### src/hw/rtl/y2r_pkg.sv
// y2r_pkg: shared sizes, register indexes, coefficients and the stage payload type
// of the 4:2:0 YCbCr to RGB converter with flipped destination address.
// No dependencies.
package y2r_pkg;

  // frame geometry limits
  localparam int MAX_WIDTH  = 2048;
  localparam int MAX_HEIGHT = 2048;
  localparam int COL_W      = $clog2(MAX_WIDTH);
  localparam int ROW_W      = $clog2(MAX_HEIGHT);
  localparam int WEFF_W     = COL_W + 1;
  localparam int HEFF_W     = ROW_W + 1;
  localparam int LINE_DEPTH = MAX_WIDTH / 2;
  localparam int LINE_AW    = $clog2(LINE_DEPTH);
  localparam int COL3_W     = COL_W + 2;
  localparam int ROFF_W     = ROW_W + 2;

  // configuration registers
  localparam int CFG_IDX_W = 2;
  localparam int CFG_W     = 13;
  localparam int FWIDTH_W  = 12;
  localparam int FHEIGHT_W = 12;
  localparam int STRIDE_W  = 13;
  localparam int ADDR_W    = 24;
  localparam int PROD_W    = ROFF_W + STRIDE_W + 1;

  localparam logic [CFG_IDX_W-1:0] REG_FRAME_WIDTH  = 2'd0;
  localparam logic [CFG_IDX_W-1:0] REG_FRAME_HEIGHT = 2'd1;
  localparam logic [CFG_IDX_W-1:0] REG_ROW_STRIDE   = 2'd2;

  localparam logic [FWIDTH_W-1:0]  FWIDTH_RST  = 12'd640;
  localparam logic [FHEIGHT_W-1:0] FHEIGHT_RST = 12'd480;
  localparam logic [STRIDE_W-1:0]  STRIDE_RST  = 13'd1920;

  // bt.601 studio range coefficients, 16.16 fixed point
  localparam int MUL_W = 27;
  localparam logic signed [MUL_W-1:0] COEF_Y    = 27'sd76309;
  localparam logic signed [MUL_W-1:0] COEF_R_CR = 27'sd104597;
  localparam logic signed [MUL_W-1:0] COEF_G_CB = 27'sd25674;
  localparam logic signed [MUL_W-1:0] COEF_G_CR = 27'sd53278;
  localparam logic signed [MUL_W-1:0] COEF_B_CB = 27'sd132201;
  localparam logic signed [8:0]       LUMA_OFS  = 9'sd16;
  localparam logic signed [8:0]       CHROMA_OFS = 9'sd128;

  // pixel transaction leaving the front stage
  typedef struct packed {
    logic [7:0]               luma;
    logic [15:0]              cbcr;     // cb in 15:8, cr in 7:0
    logic [COL3_W-1:0]        col3;     // column * 3
    logic signed [ROFF_W-1:0] row_off;  // height - 1 - row
    logic                     last;
  } y2r_pix_t;

endpackage

### src/hw/rtl/y2r_color.sv
// y2r_color: color matrix products, destination address product, clamping and
// the result register stage. Depends on y2r_pkg.
module y2r_color
  import y2r_pkg::*;
(
  input  logic                clk,
  input  logic                rst_n,
  input  logic                pix_valid,
  output logic                pix_ready,
  input  y2r_pix_t            pix,
  input  logic [STRIDE_W-1:0] row_stride,
  output logic                out_valid,
  input  logic                out_ready,
  output logic [7:0]          out_red,
  output logic [7:0]          out_green,
  output logic [7:0]          out_blue,
  output logic [ADDR_W-1:0]   out_byte_address,
  output logic                out_frame_end
);

  function automatic logic [7:0] clamp8(input logic signed [10:0] v);
    logic [7:0] res;
    if (v < 0) begin
      res = 8'd0;
    end else if (v > 11'sd255) begin
      res = 8'd255;
    end else begin
      res = v[7:0];
    end
    return res;
  endfunction

  logic                     out_free;
  logic                     s2_free;
  logic                     s2_v_r;
  logic                     out_v_r;
  logic signed [8:0]        y_s, cb_s, cr_s;
  logic signed [MUL_W-1:0]  y_prod, r_prod, g_prod, b_prod;
  logic signed [PROD_W-1:0] a_prod;
  logic signed [9:0]        y_adj_r, b_t_r;
  logic signed [8:0]        r_t_r, g_t_r;
  logic [ADDR_W-1:0]        a_prod_r;
  logic [COL3_W-1:0]        col3_r;
  logic                     last_r;
  logic signed [10:0]       r_sum, g_sum, b_sum;
  logic [7:0]               red_r, green_r, blue_r;
  logic [ADDR_W-1:0]        addr_r;
  logic                     end_r;

  // pipeline flow
  assign out_free  = !out_v_r || out_ready;
  assign s2_free   = !s2_v_r || out_free;
  assign pix_ready = s2_free;

  // offsets and products
  assign y_s   = $signed({1'b0, pix.luma}) - LUMA_OFS;
  assign cb_s  = $signed({1'b0, pix.cbcr[15:8]}) - CHROMA_OFS;
  assign cr_s  = $signed({1'b0, pix.cbcr[7:0]}) - CHROMA_OFS;
  assign y_prod = MUL_W'(y_s) * COEF_Y;
  assign r_prod = MUL_W'(cr_s) * COEF_R_CR;
  assign g_prod = MUL_W'(cb_s) * COEF_G_CB + MUL_W'(cr_s) * COEF_G_CR;
  assign b_prod = MUL_W'(cb_s) * COEF_B_CB;
  assign a_prod = PROD_W'(pix.row_off) * $signed(PROD_W'({1'b0, row_stride}));

  // stage two registers, floor shift by 16 is a bit select
  always_ff @(posedge clk) begin
    if (pix_valid && s2_free) begin
      y_adj_r  <= y_prod[25:16];
      r_t_r    <= r_prod[24:16];
      g_t_r    <= g_prod[24:16];
      b_t_r    <= b_prod[25:16];
      a_prod_r <= a_prod[ADDR_W-1:0];
      col3_r   <= pix.col3;
      last_r   <= pix.last;
    end
  end

  // channel sums
  assign r_sum = 11'(y_adj_r) + 11'(r_t_r);
  assign g_sum = 11'(y_adj_r) - 11'(g_t_r);
  assign b_sum = 11'(y_adj_r) + 11'(b_t_r);

  // result registers
  always_ff @(posedge clk) begin
    if (s2_v_r && out_free) begin
      red_r   <= clamp8(r_sum);
      green_r <= clamp8(g_sum);
      blue_r  <= clamp8(b_sum);
      addr_r  <= a_prod_r + ADDR_W'(col3_r);
      end_r   <= last_r;
    end
  end

  // valid flags
  always_ff @(posedge clk) begin
    if (!rst_n) begin
      s2_v_r  <= 1'b0;
      out_v_r <= 1'b0;
    end else begin
      if (s2_free) begin
        s2_v_r <= pix_valid;
      end
      if (out_free) begin
        out_v_r <= s2_v_r;
      end
    end
  end

  assign out_valid        = out_v_r;
  assign out_red          = red_r;
  assign out_green        = green_r;
  assign out_blue         = blue_r;
  assign out_byte_address = addr_r;
  assign out_frame_end    = end_r;

  // backpressure reaches stage one only when both later stages are full
  a_full_stall: assert property (@(posedge clk) disable iff (!rst_n)
    !pix_ready |-> s2_v_r && out_v_r)
    else $error("stage one stalled with a free stage downstream");

  // stage two keeps its transaction under a stalled result
  a_s2_hold: assert property (@(posedge clk) disable iff (!rst_n)
    s2_v_r && !out_free |=> s2_v_r && $stable(y_adj_r) && $stable(a_prod_r))
    else $error("stage two lost a stalled transaction");

endmodule

### config.mk
export PLATFORM = sky130hd
export DESIGN_NAME = y2r_color
export DESIGN_NICKNAME = d
export VERILOG_FILES = /design/src/hw/rtl/y2r_pkg.sv /design/src/hw/rtl/y2r_color.sv
export SDC_FILE = /design/constraint.sdc
export NUM_CORES = 1
export LEC_CHECK = 0
export BUFFER_PORTS_ARGS = -buffer_cell sky130_fd_sc_hd__buf_2
export CORE_MARGIN = 2
export CORE_UTILIZATION = 30
export CTS_BUF_LIST = sky130_fd_sc_hd__clkbuf_16
export DETAILED_ROUTE_END_ITERATION = 7
export PLACE_DENSITY_LB_ADDON = 0.3
export SLEW_MARGIN = 0
export SYNTH_ARGS = -nofsm -noshare
export SYNTH_HDL_FRONTEND = slang
export SYNTH_SLANG_ARGS = --single-unit
### constraint.sdc
create_clock -name clk -period 9.3 [get_ports clk]
set_input_delay 1.395 -clock clk [delete_from_list [all_inputs] [get_ports clk]]
set_output_delay 1.395 -clock clk [all_outputs]
set_load 0.03 [all_outputs]
==> summary.md, run 1 <==
| Metric | Value |
|---|---|
| Clock sinks | `127` |
| CTS buffer count | `17` |
| Dpl hpwl | `37330 um` |
| Distinct cell type count after synthesis | `60` |
| Post-synthesis cell count | `2098` |
| Leakage Power | `11.85 nW` |
| Cts hold-fix bufs | `0` |
| CTS tree | `built` |
| Critical Path RT | `9.48 ns` |
| Mean Syn Cell Area | `9.972 sq um` |
| Pwr/cell area | `274.0 nW/um^2` |
| Register area | `3794 sq um` |
| Die width | `268.1 um` |
| DRC viols | `0` |
| Most frequent cells in the layout | `ha_1, inv_1, fa_1` |
| Flops & latches, synth | `127` |
| Fillers | `6986` |
| Final cycle utilization of the critical path | `77.40%` |
| Die area | `71870 sq um` |
| Pre-Repair DR Iteration Count | `4` |
| Fin. Hold Viols | `0` |
| Number of global-route vias before repair | `15860` |
| Worst Skew | `0.008871 ns` |
| Diode count | `0` |
| Max Freq | `138.9 MHz` |
| Buffers on Ports | `118` |
| Setup repair bufs after CTS | `0` |
| Max Slew Vio Count | `0` |
| Clock latency on the worst-skew pair | `0.42 ns` |
| CTS H-tree lvls | `4` |
| Slew of the pin with the lowest slew margin | `1.079 ns` |
| Total gr overflow | `0` |
| Ports | `119` |
| # setup viols final | `0` |
| Unrepaired setup endpoints after global routing | `no` |
| Share of cells above drive strength 1 | `7.554%` |
| Post-CTS resize count | `0` |
| Largest net degree at the start of global routing | `77` |
| Async S/R FF share, synth | `0%` |
| Pwr Total | `0.006347 W` |
| GRT Util Overall | `13.05%` |
| Number of enable flip-flop cells after synthesis | `125` |
| Area of the multi-input gates | `15470 sq um` |
| Crit path time final | `7.198 ns` |
| Core Footprint | `68830 sq um` |
| GPL Wtd Cong | `0.8353` |
| Clock-pin slew on the worst setup and hold paths | `0.06 ns` |
| Row cnt | `96` |
| Slew headroom | `28.07%` |
| Starting density of the core | `30.40%` |
| Root Driver | `clkbuf_16` |
| Fin Setup TNS | `0 ns` |
| WL per Instance | `14.02 um` |
| Status | `finished clean` |
| Synth warn | `0` |
| Non-filler cells, final | `3155` |
| DP Cell Count | `3123` |
| CP Max Fanout | `14` |
| Syn_nets | `2877` |
| Layout area overhead | `10.72%` |
| Worst Path Arrival | `7.37 ns` |
| R2r startpoint | `y_adj_r[0]$_DFFE_PP_` |
| Top FF cell, synth | `edfxtp_1` |
| Worst hold start | `last_r$_DFFE_PP_` |
| Initial antenna violation count | `1` |
| DRT iter0 DRCs | `521` |
| Via/cell ratio | `4.596` |
| Nets@finish | `2990` |
| Max_cap viols | `0` |
| Worst setup SP type | `input pin` |
| Post-synthesis sequential area ratio | `18.13%` |
| DR vias | `14500` |
| Post-Route WL | `44250 um` |
| Crit. Startpoint | `pix[34]` |
| Worst Hold Class | `reg2reg` |
| WS Path Type | `in2reg` |
| First-pass GRT wire length | `75780 um` |
| Detail Route Antenna Nets | `0` |
| Die Ht | `268.1 um` |
| Max clock buf depth | `2` |
| Syn Std Cell Area | `20920 sq um` |
| Commonest non-fill, non-tap cell in the layout | `ha_1` |
| VDD IR max | `0.2350 mV` |
| Worst Setup End Kind | `flop` |
per-layer routing:
layer | part of all wire [%] | GRT usage [%] | vias to the layer above | wire (um)
met5 | 0 | 0 | - | 0
met4 | 1.9 | 3.473 | 0 | 839
met3 | 3.1 | 1.576 | 36 | 1387
met2 | 48 | 23.07 | 204 | 21300
met1 | 47 | 16.76 | 7069 | 20720
li1 | - | - | 7192 | -
registers in the layout, summed over array words and instances (netlist names):
signal            count
r_t_r                 9
g_t_r                 9
out_frame_end         1
out_valid             1
out_byte_address     24
b_t_r                10
out_red               8
last_r                1
col3_r               13
s2_v_r                1
out_blue              8
y_adj_r              10
a_prod_r             24
out_green             8
worst max-delay path, cell delays in order:
cell and delay, ns:
buf_2 0.20, inv_1 0.47, ha_1 0.34, inv_1 0.16
ha_1 0.28, fa_1 0.43, ha_1 0.28, inv_1 0.05
fa_1 0.49, inv_1 0.04, ha_1 0.32, inv_1 0.07
o21bai_1 0.17, a21oi_1 0.12, o21ai_0 0.35, a21o_1 0.18
nand2_1 0.07, nand2b_1 0.12, xor2_1 0.18, ha_1 0.26
a21oi_1 0.13, o21ai_1 0.12, and4_4 0.23, o311a_4 0.40
o41ai_4 0.22, xnor2_1 0.15, xnor2_1 0.14
cells by family after synthesis:
| family | share of synthesized area, % |
|---|---|
| adder cells (fa/ha/maj) | 50.24 |
| buffers and inverters | 7.948 |
| AND/OR/NAND/NOR | 10.16 |
| AO/OA/AOI/OAI | 8.313 |
| flip-flops | 18.13 |
| XOR/XNOR | 5.066 |
| multiplexers | 0.1435 |
cells in the mapped netlist, drive strengths merged, types with 26 or more instances:
| master | instances | area, sq um |
|---|---|---|
| nor2 | 81 | 304.0 |
| fa | 215 | 4304 |
| xnor2 | 94 | 823.3 |
| edfxtp | 125 | 3754 |
| o21ai | 45 | 225.2 |
| a21o | 26 | 195.2 |
| xor2 | 27 | 236.5 |
| a21oi | 80 | 404.1 |
| o21a | 39 | 292.8 |
| clkbuf | 26 | 97.59 |
| and2 | 71 | 444.2 |
| inv | 417 | 1565 |
| ha | 496 | 6206 |
| nor3 | 36 | 180.2 |
| nand2 | 134 | 503.0 |
area by class of cell:
class	instances	area share, %
clock buffer	17	1.836
tap	931	5.029
clock inverter	15	0.5833
sequential	127	16.38
timing repair buffer	120	2.614
inverter	417	6.757
multi-input combinational	1528	66.80
stage by stage:
step	instance area [sq um]	setup WS (ns)	utilization (%)	hold WS, ns
5_1_grt	23160	1.641	33.66	0.4985
3_5_place_dp	22600	1.651	32.84	0.4588
2_1_floorplan	20920	2.467	-	0.4003
3_3_place_gp	22600	1.793	32.84	0.4847
6_report	23160	2.102	33.66	0.4694
4_1_cts	23160	2.082	33.66	0.4703
report_power, final:
part	internal [W]	switching, W
Clock	0.000370	0.000277
Combinational	0.00201	0.00252
Sequential	0.00104	0.000126
path summary, 6_finish.rpt:
path         slack, ns                          to  cells past startpoint
max reg2reg       5.55  out_green[7]$_SDFFCE_PN0P_                     14
max               2.10          g_t_r[8]$_DFFE_PP_                     27
min               0.47     out_frame_end$_DFFE_PP_                      0
min reg2reg       0.47     out_frame_end$_DFFE_PP_                      0
Power figures use the tool's default switching activity.
==> inputs of run 2 (changes only) <==
--- a/config.mk
+++ b/config.mk
@@ -5,6 +5,7 @@
 export SDC_FILE = /design/constraint.sdc
 export NUM_CORES = 1
 export LEC_CHECK = 0
+export ABC_AREA = 1
 export BUFFER_PORTS_ARGS = -buffer_cell sky130_fd_sc_hd__buf_2
 export CORE_MARGIN = 2
 export CORE_UTILIZATION = 30
==> constraint.sdc (replaced) <==
create_clock -name clk -period 7.2 [get_ports clk]
set_input_delay 1.08 -clock clk [delete_from_list [all_inputs] [get_ports clk]]
set_output_delay 1.08 -clock clk [all_outputs]
set_load 0.03 [all_outputs]
==> summary.md, run 2 <==
| Metric | Value |
|---|---|
| Status | `finished clean` |
| Ports | `119` |
| Max clock buf depth | `2` |
| Commonest non-fill, non-tap cell in the layout | `inv_1` |
| Flops & latches, synth | `127` |
| Pre-Repair DR Iteration Count | `5` |
| Yosys top cell area share | `26.31%` |
| Worst setup SP type | `input pin` |
| Row cnt | `102` |
| Clock-pin slew on the worst setup and hold paths | `0.06 ns` |
| Post-CTS resize count | `0` |
| Post-Route WL | `56800 um` |
| DRT iter0 DRCs | `831` |
| Worst Skew | `0.008549 ns` |
| Critical Path RT | `7.36 ns` |
| Clock group share of total power | `8.9%` |
| Starting density of the core | `30.40%` |
| Synth cell count leaders | `inv_1, nand2_1, ha_1` |
| Max Freq | `167.0 MHz` |
| WL per Instance | `14.06 um` |
| CTS buffer count | `17` |
| DRC viols | `0` |
| Cell taking the most area after synthesis | `ha_1` |
| Number of enable flip-flop cells after synthesis | `125` |
| Core Footprint | `77590 sq um` |
| Fin Setup TNS | `0 ns` |
| Worst path max stage delay | `0.51 ns` |
| Root Driver | `clkbuf_16` |
| First-pass GRT wire length | `94700 um` |
| Slew of the pin with the lowest slew margin | `1.032 ns` |
| Combinational power share | `76.3%` |
| Max_cap viols | `0` |
| Top FF cell, synth | `edfxtp_1` |
| WS Path Type | `in2reg` |
| Syn Std Cell Area | `23590 sq um` |
| Fillers | `8255` |
| Die area | `80890 sq um` |
| Max Slew Vio Count | `0` |
| Most frequent cells in the layout | `inv_1, nand2_1, ha_1` |
| Buffers on Ports | `118` |
| Switching share of total power | `52.72%` |
| Worst Setup End Kind | `flop` |
| Largest net degree at the start of global routing | `77` |
| Layout area overhead | `10.33%` |
| Setup repair bufs after CTS | `0` |
| Unrepaired setup endpoints after global routing | `no` |
| Detail Route Antenna Nets | `0` |
| Area of the multi-input gates | `17270 sq um` |
| Int Power | `0.004728 W` |
| Psw | `0.005273 W` |
| Syn_nets | `3651` |
| Fin. Hold Viols | `0` |
| Worst Hold Class | `reg2reg` |
| Top post-synthesis cells by area | `ha_1, fa_1, edfxtp_1` |
| Mean Syn Cell Area | `8.213 sq um` |
| Crit path max-delay cell type | `fa_1` |
| Via/cell ratio | `4.538` |
| Flop pwr share | `14.8%` |
| Post-synthesis cell count | `2872` |
| CTS H-tree lvls | `4` |
| Pwr/cell area | `384.3 nW/um^2` |
| CP Max Fanout | `9` |
| Worst Path Arrival | `6.15 ns` |
| VDD IR max | `0.4004 mV` |
| Distinct cell type count after synthesis | `44` |
| GRT Util Overall | `14.34%` |
| Share of cells above drive strength 1 | `6.335%` |
| Nets@finish | `3765` |
| # setup viols final | `0` |
| Die Ht | `284.4 um` |
| Die width | `284.4 um` |
| Critical Path Most Common Cell | `inv_1` |
| Leakage Power | `14.36 nW` |
| Dpl hpwl | `48810 um` |
| CTS tree | `built` |
| Clock sinks | `127` |
| Synth warn | `0` |
| Register area | `3794 sq um` |
| Post-synthesis sequential area ratio | `16.08%` |
| DR vias | `18330` |
| Slew headroom | `31.22%` |
| Top-count cell post-synth | `inv_1` |
| Total gr overflow | `0` |
| Clock latency on the worst-skew pair | `0.42 ns` |
| Final core utilization | `33.54%` |
| Initial antenna violation count | `4` |
| GPL Wtd Cong | `0.8767` |
| Async S/R FF share, synth | `0%` |
| Crit path time final | `5.988 ns` |
| Cts hold-fix bufs | `0` |
| Number of global-route vias before repair | `18700` |
| Final cycle utilization of the critical path | `83.17%` |
-- run 2: cell count changes after synthesis, sizes merged, moves of 19 or more --
cell | previous run | this run
xor2 | 27 | 92
inv | 417 | 648
nand3 | 22 | 112
nand2b | 19 | 0
nor2 | 81 | 161
nor3 | 36 | 14
o21a | 39 | 7
nor2b | 21 | 0
a21oi | 80 | 159
nand2 | 134 | 571
xnor2 | 94 | 39
o21ai | 45 | 78
and2 | 71 | 5
-- run 2: critical path: cells and delay by family --
kind / cells / cell delay (ns)
AO/OA/AOI/OAI: 3 / 0.71
XOR/XNOR: 2 / 0.39
adder cells (fa/ha/maj): 7 / 2.53
buffers and inverters: 7 / 0.77
AND/OR/NAND/NOR: 6 / 0.69
-- run 2: per-stage QoR --
step	setup slack (ns)	instances	instance area (sq um)	total power (W)	hold WS [ns]
6_report	1.212	4040	26030	0.01000	0.4226
5_1_grt	0.7707	4040	26030	0.01128	0.4315
4_1_cts	1.192	4039	26020	0.01010	0.4204
3_5_place_dp	0.7534	4007	25410	0.009138	0.4057
3_3_place_gp	0.7913	4007	25410	0.009156	0.4011
2_1_floorplan	1.300	2872	23590	0.007244	0.4003
-- run 2: worst paths after layout --
kind	to	cells after the start	slack [ns]	from
worst max-delay path	g_t_r[7]$_DFFE_PP_	25	1.21	pix[33]
worst min-delay path	out_frame_end$_DFFE_PP_	0	0.42	last_r$_DFFE_PP_
worst max register to register	out_green[5]$_SDFFCE_PN0P_	15	4.70	y_adj_r[0]$_DFFE_PP_
worst min register to register	out_frame_end$_DFFE_PP_	0	0.42	last_r$_DFFE_PP_
-- run 2: layout make-up --
class / count / share of cell area (%)
multi-input cells: 2070 / 66.34
flip-flops and latches: 127 / 14.58
diodes: 1 / 0.009615
repair buffers: 122 / 2.385
clock buffers: 17 / 1.635
inverters: 648 / 9.346
well taps: 1040 / 5.000
clock inverters: 15 / 0.7067
-- run 2: logic make-up after synthesis --
family	share of synthesized area [%]
AOI/OAI and AO/OA	7.797
xor gates and xnor gates	4.991
adders and majority gates	44.56
buffers and inverters	10.77
DFF	16.08
and+or+nand+nor	15.80
-- run 2: power by group through the flow --
| stage | clock network, W | registers, W | logic [W] |
|---|---|---|---|
| 2_1_floorplan | 0 | 0.00157 | 0.00567 |
| 3_3_place_gp | 0 | 0.00150 | 0.00766 |
| 6_report | 0.000889 | 0.00148 | 0.00764 |
| 3_5_place_dp | 0 | 0.00150 | 0.00764 |
| 4_1_cts | 0.000911 | 0.00149 | 0.00771 |
| 5_1_grt | 0.000942 | 0.00150 | 0.00883 |
-- run 2: routing by layer --
metal / vias to the layer above / global-route usage [%] / share of wire (%)
met4: 6 / 2.711 / 1.3
met2: 267 / 24.76 / 47
met1: 8618 / 19.57 / 49
met5: - / 0 / 0.070
li1: 9398 / - / -
met3: 44 / 1.300 / 2.6
==> inputs of run 3 (changes only) <==
--- a/config.mk
+++ b/config.mk
@@ -5,7 +5,7 @@
 export SDC_FILE = /design/constraint.sdc
 export NUM_CORES = 1
 export LEC_CHECK = 0
-export ABC_AREA = 1
+export ABC_AREA = 0
 export BUFFER_PORTS_ARGS = -buffer_cell sky130_fd_sc_hd__buf_2
 export CORE_MARGIN = 2
 export CORE_UTILIZATION = 30
==> constraint.sdc (replaced) <==
create_clock -name clk -period 5.65 [get_ports clk]
set_input_delay 0.8475 -clock clk [delete_from_list [all_inputs] [get_ports clk]]
set_output_delay 0.8475 -clock clk [all_outputs]
set_load 0.03 [all_outputs]
==> summary.md, run 3 (synthesis gave the netlist of run 1 again) <==
| Metric | Value |
|---|---|
| R2r startpoint | `y_adj_r[0]$_DFFE_PP_` |
| Final Instance Area | `26030 sq um` |
| CTS buffer count | `17` |
| Fin. Hold Viols | `0` |
| Initial antenna violation count | `1` |
| Slew of the pin with the lowest slew margin | `0.7431 ns` |
| Clock sinks | `127` |
| Crit path max-delay cell type | `fa_1` |
| Worst Hold Class | `reg2reg` |
| Commonest non-fill, non-tap cell in the layout | `ha_1` |
| Unrepaired setup endpoints after global routing | `yes` |
| First-pass GRT wire length | `80910 um` |
| CTS H-tree lvls | `4` |
| Core Footprint | `68830 sq um` |
| Critical Path RT | `5.83 ns` |
| Leakage Power | `13.28 nW` |
| Worst Path Arrival | `6.11 ns` |
| Final cycle utilization of the critical path | `104.9%` |
| Post-Route WL | `47440 um` |
| DP Area | `24770 sq um` |
| Clock latency on the worst-skew pair | `0.44 ns` |
| Reg2reg end | `out_green[7]$_SDFFCE_PN0P_` |
| DRC viols | `0` |
| Die Ht | `268.1 um` |
| Hold Path Sink | `out_frame_end$_DFFE_PP_` |
| # setup viols final | `6` |
| Worst Skew | `0.02415 ns` |
| WL per Instance | `13.86 um` |
| Slew headroom | `50.46%` |
| Most frequent cells in the layout | `ha_1, inv_1, buf_4` |
| Hold WS | `0.4295 ns` |
| Nets@finish | `3258` |
| Worst setup SP type | `input pin` |
| VDD IR max | `0.4379 mV` |
| Worst hold start | `last_r$_DFFE_PP_` |
| Final core utilization | `37.83%` |
| Worst path max stage delay | `0.57 ns` |
| Crit. Startpoint | `pix[31]` |
| Setup WS post-layout | `-0.2775 ns` |
| Root Driver | `clkbuf_16` |
| Ports | `119` |
| Max Freq | `168.7 MHz` |
| CP delay by family, top | `adder cells` |
| DR vias | `15440` |
| Max_cap viols | `0` |
| Max Slew Vio Count | `0` |
| CP cell instances | `buf_8 > inv_4 > fa_1 > inv_2 > ha_4 > ha_4 > fa_1 > ha_4 > fa_2 > a21oi_2 > o21bai_1 > or4_4 > a31oi_1 > nor2b_1 > o21ai_1 > nand2b_1 > a21oi_2 > xnor2_1 > ha_2 > and4_4 > o311a_4 > o41ai_4 > xnor2_1 > xnor2_1` |
| DRT iter0 DRCs | `588` |
| Die width | `268.1 um` |
| Dpl hpwl | `40250 um` |
| Via/cell ratio | `4.511` |
| Max clock buf depth | `2` |
| Status | `complete, but fails checks` |
| GPL Wtd Cong | `0.8499` |
| Die area | `71870 sq um` |
| Pre-Repair DR Iteration Count | `4` |
| Pwr/cell area | `490.6 nW/um^2` |
| Fillers | `6750` |
| Crit path time final | `5.928 ns` |
| CTS tree | `built` |
| R2R Setup Slk | `1.94 ns` |
| Worst Setup End Kind | `flop` |
| Share of cells above drive strength 1 | `21.40%` |
| Failing checks | `negative setup slack` |
| WS Path Type | `in2reg` |
| R2R cell count | `14` |
| WP buf/inv | `3` |
| Clock-pin slew on the worst setup and hold paths | `0.06 ns` |
| Row cnt | `96` |
| Largest net degree at the start of global routing | `50` |
| Starting density of the core | `30.40%` |
| Detail Route Antenna Nets | `0` |
| Diode count | `0` |
| Layout area overhead | `24.44%` |
| Number of global-route vias before repair | `16980` |
| Buffers on Ports | `118` |
| CP Max Fanout | `4` |
| GRT Util Overall | `13.93%` |
| Hold Path Depth | `0` |
| Total gr overflow | `0` |
## run 3: worst register-to-register path: stages (launching register included)
cell and delay (ns):
edfxtp_1 0.53, inv_1 0.11, ha_1 0.17, inv_1 0.05, fa_1 0.40, a21o_1 0.20, a21oi_1 0.22, o21ai_0 0.11
a21oi_1 0.23, o21bai_1 0.13, and2_1 0.21, o41ai_1 0.27, a41oi_1 0.08, mux2i_1 0.46, a21oi_1 0.25
## run 3: repair_timing
| action | 4_1_cts | 5_1_grt |
|---|---|---|
| hold buffers | 0 | 0 |
| endpoints found under the hold margin | 0 | 0 |
| gates cloned | 0 | 1 |
| resized for setup | 75 | 65 |
| setup endpoints to repair | 11 | 19 |
| pin swaps | 28 | 44 |
| buffers inserted | 6 | 8 |
## run 3: layer usage
layer  up-vias  wire length (um)  track usage [%]
met2       158             24050            25.79
met3        30              1070            1.301
met1      7508             21860            17.55
li1       7740                 -                -
met5         -                 0                0
met4         0               469            2.733
## run 3: report_power, final
part | switching [W] | internal, W
registers | 0.000194 | 0.00172
clock network | 0.000458 | 0.000647
logic | 0.00487 | 0.00489
## run 3: final cells by class
| type | instances | area [sq um] | share of cell area (%) |
|---|---|---|---|
| Inverter | 417 | 1583 | 6.080 |
| Clock inverter | 14 | 143.9 | 0.5527 |
| Multi-Input combinational cell | 1528 | 16040 | 61.63 |
| Timing Repair Buffer | 388 | 2879 | 11.06 |
| Clock buffer | 17 | 425.4 | 1.634 |
| Sequential cell | 127 | 3794 | 14.57 |
| Tap cell | 931 | 1165 | 4.474 |
## run 3: stage by stage
step,std cells,setup TNS [ns],setup WS (ns),total power [W]
6_report,3422,-0.9932,-0.2775,0.01277
5_1_grt,3422,-2.189,-0.4393,0.01426
4_1_cts,3415,-0.8634,-0.2674,0.01254
3_5_place_dp,3378,-12.22,-0.9115,0.01091
3_3_place_gp,3378,-10.82,-0.8204,0.01073
2_1_floorplan,2098,-1.192,-0.3776,0.007951
## run 3: how the worst max path moves through the flow
stage	slack (ns)	depth (start not counted)	endpoint
after floorplan	-0.38	21	a_prod_r[23]$_DFFE_PP_
after global placement	-0.82	24	g_t_r[8]$_DFFE_PP_
after detailed placement	-0.91	24	g_t_r[8]$_DFFE_PP_
after CTS	-0.27	25	g_t_r[8]$_DFFE_PP_
after global routing	-0.44	24	g_t_r[8]$_DFFE_PP_
final	-0.28	24	g_t_r[8]$_DFFE_PP_
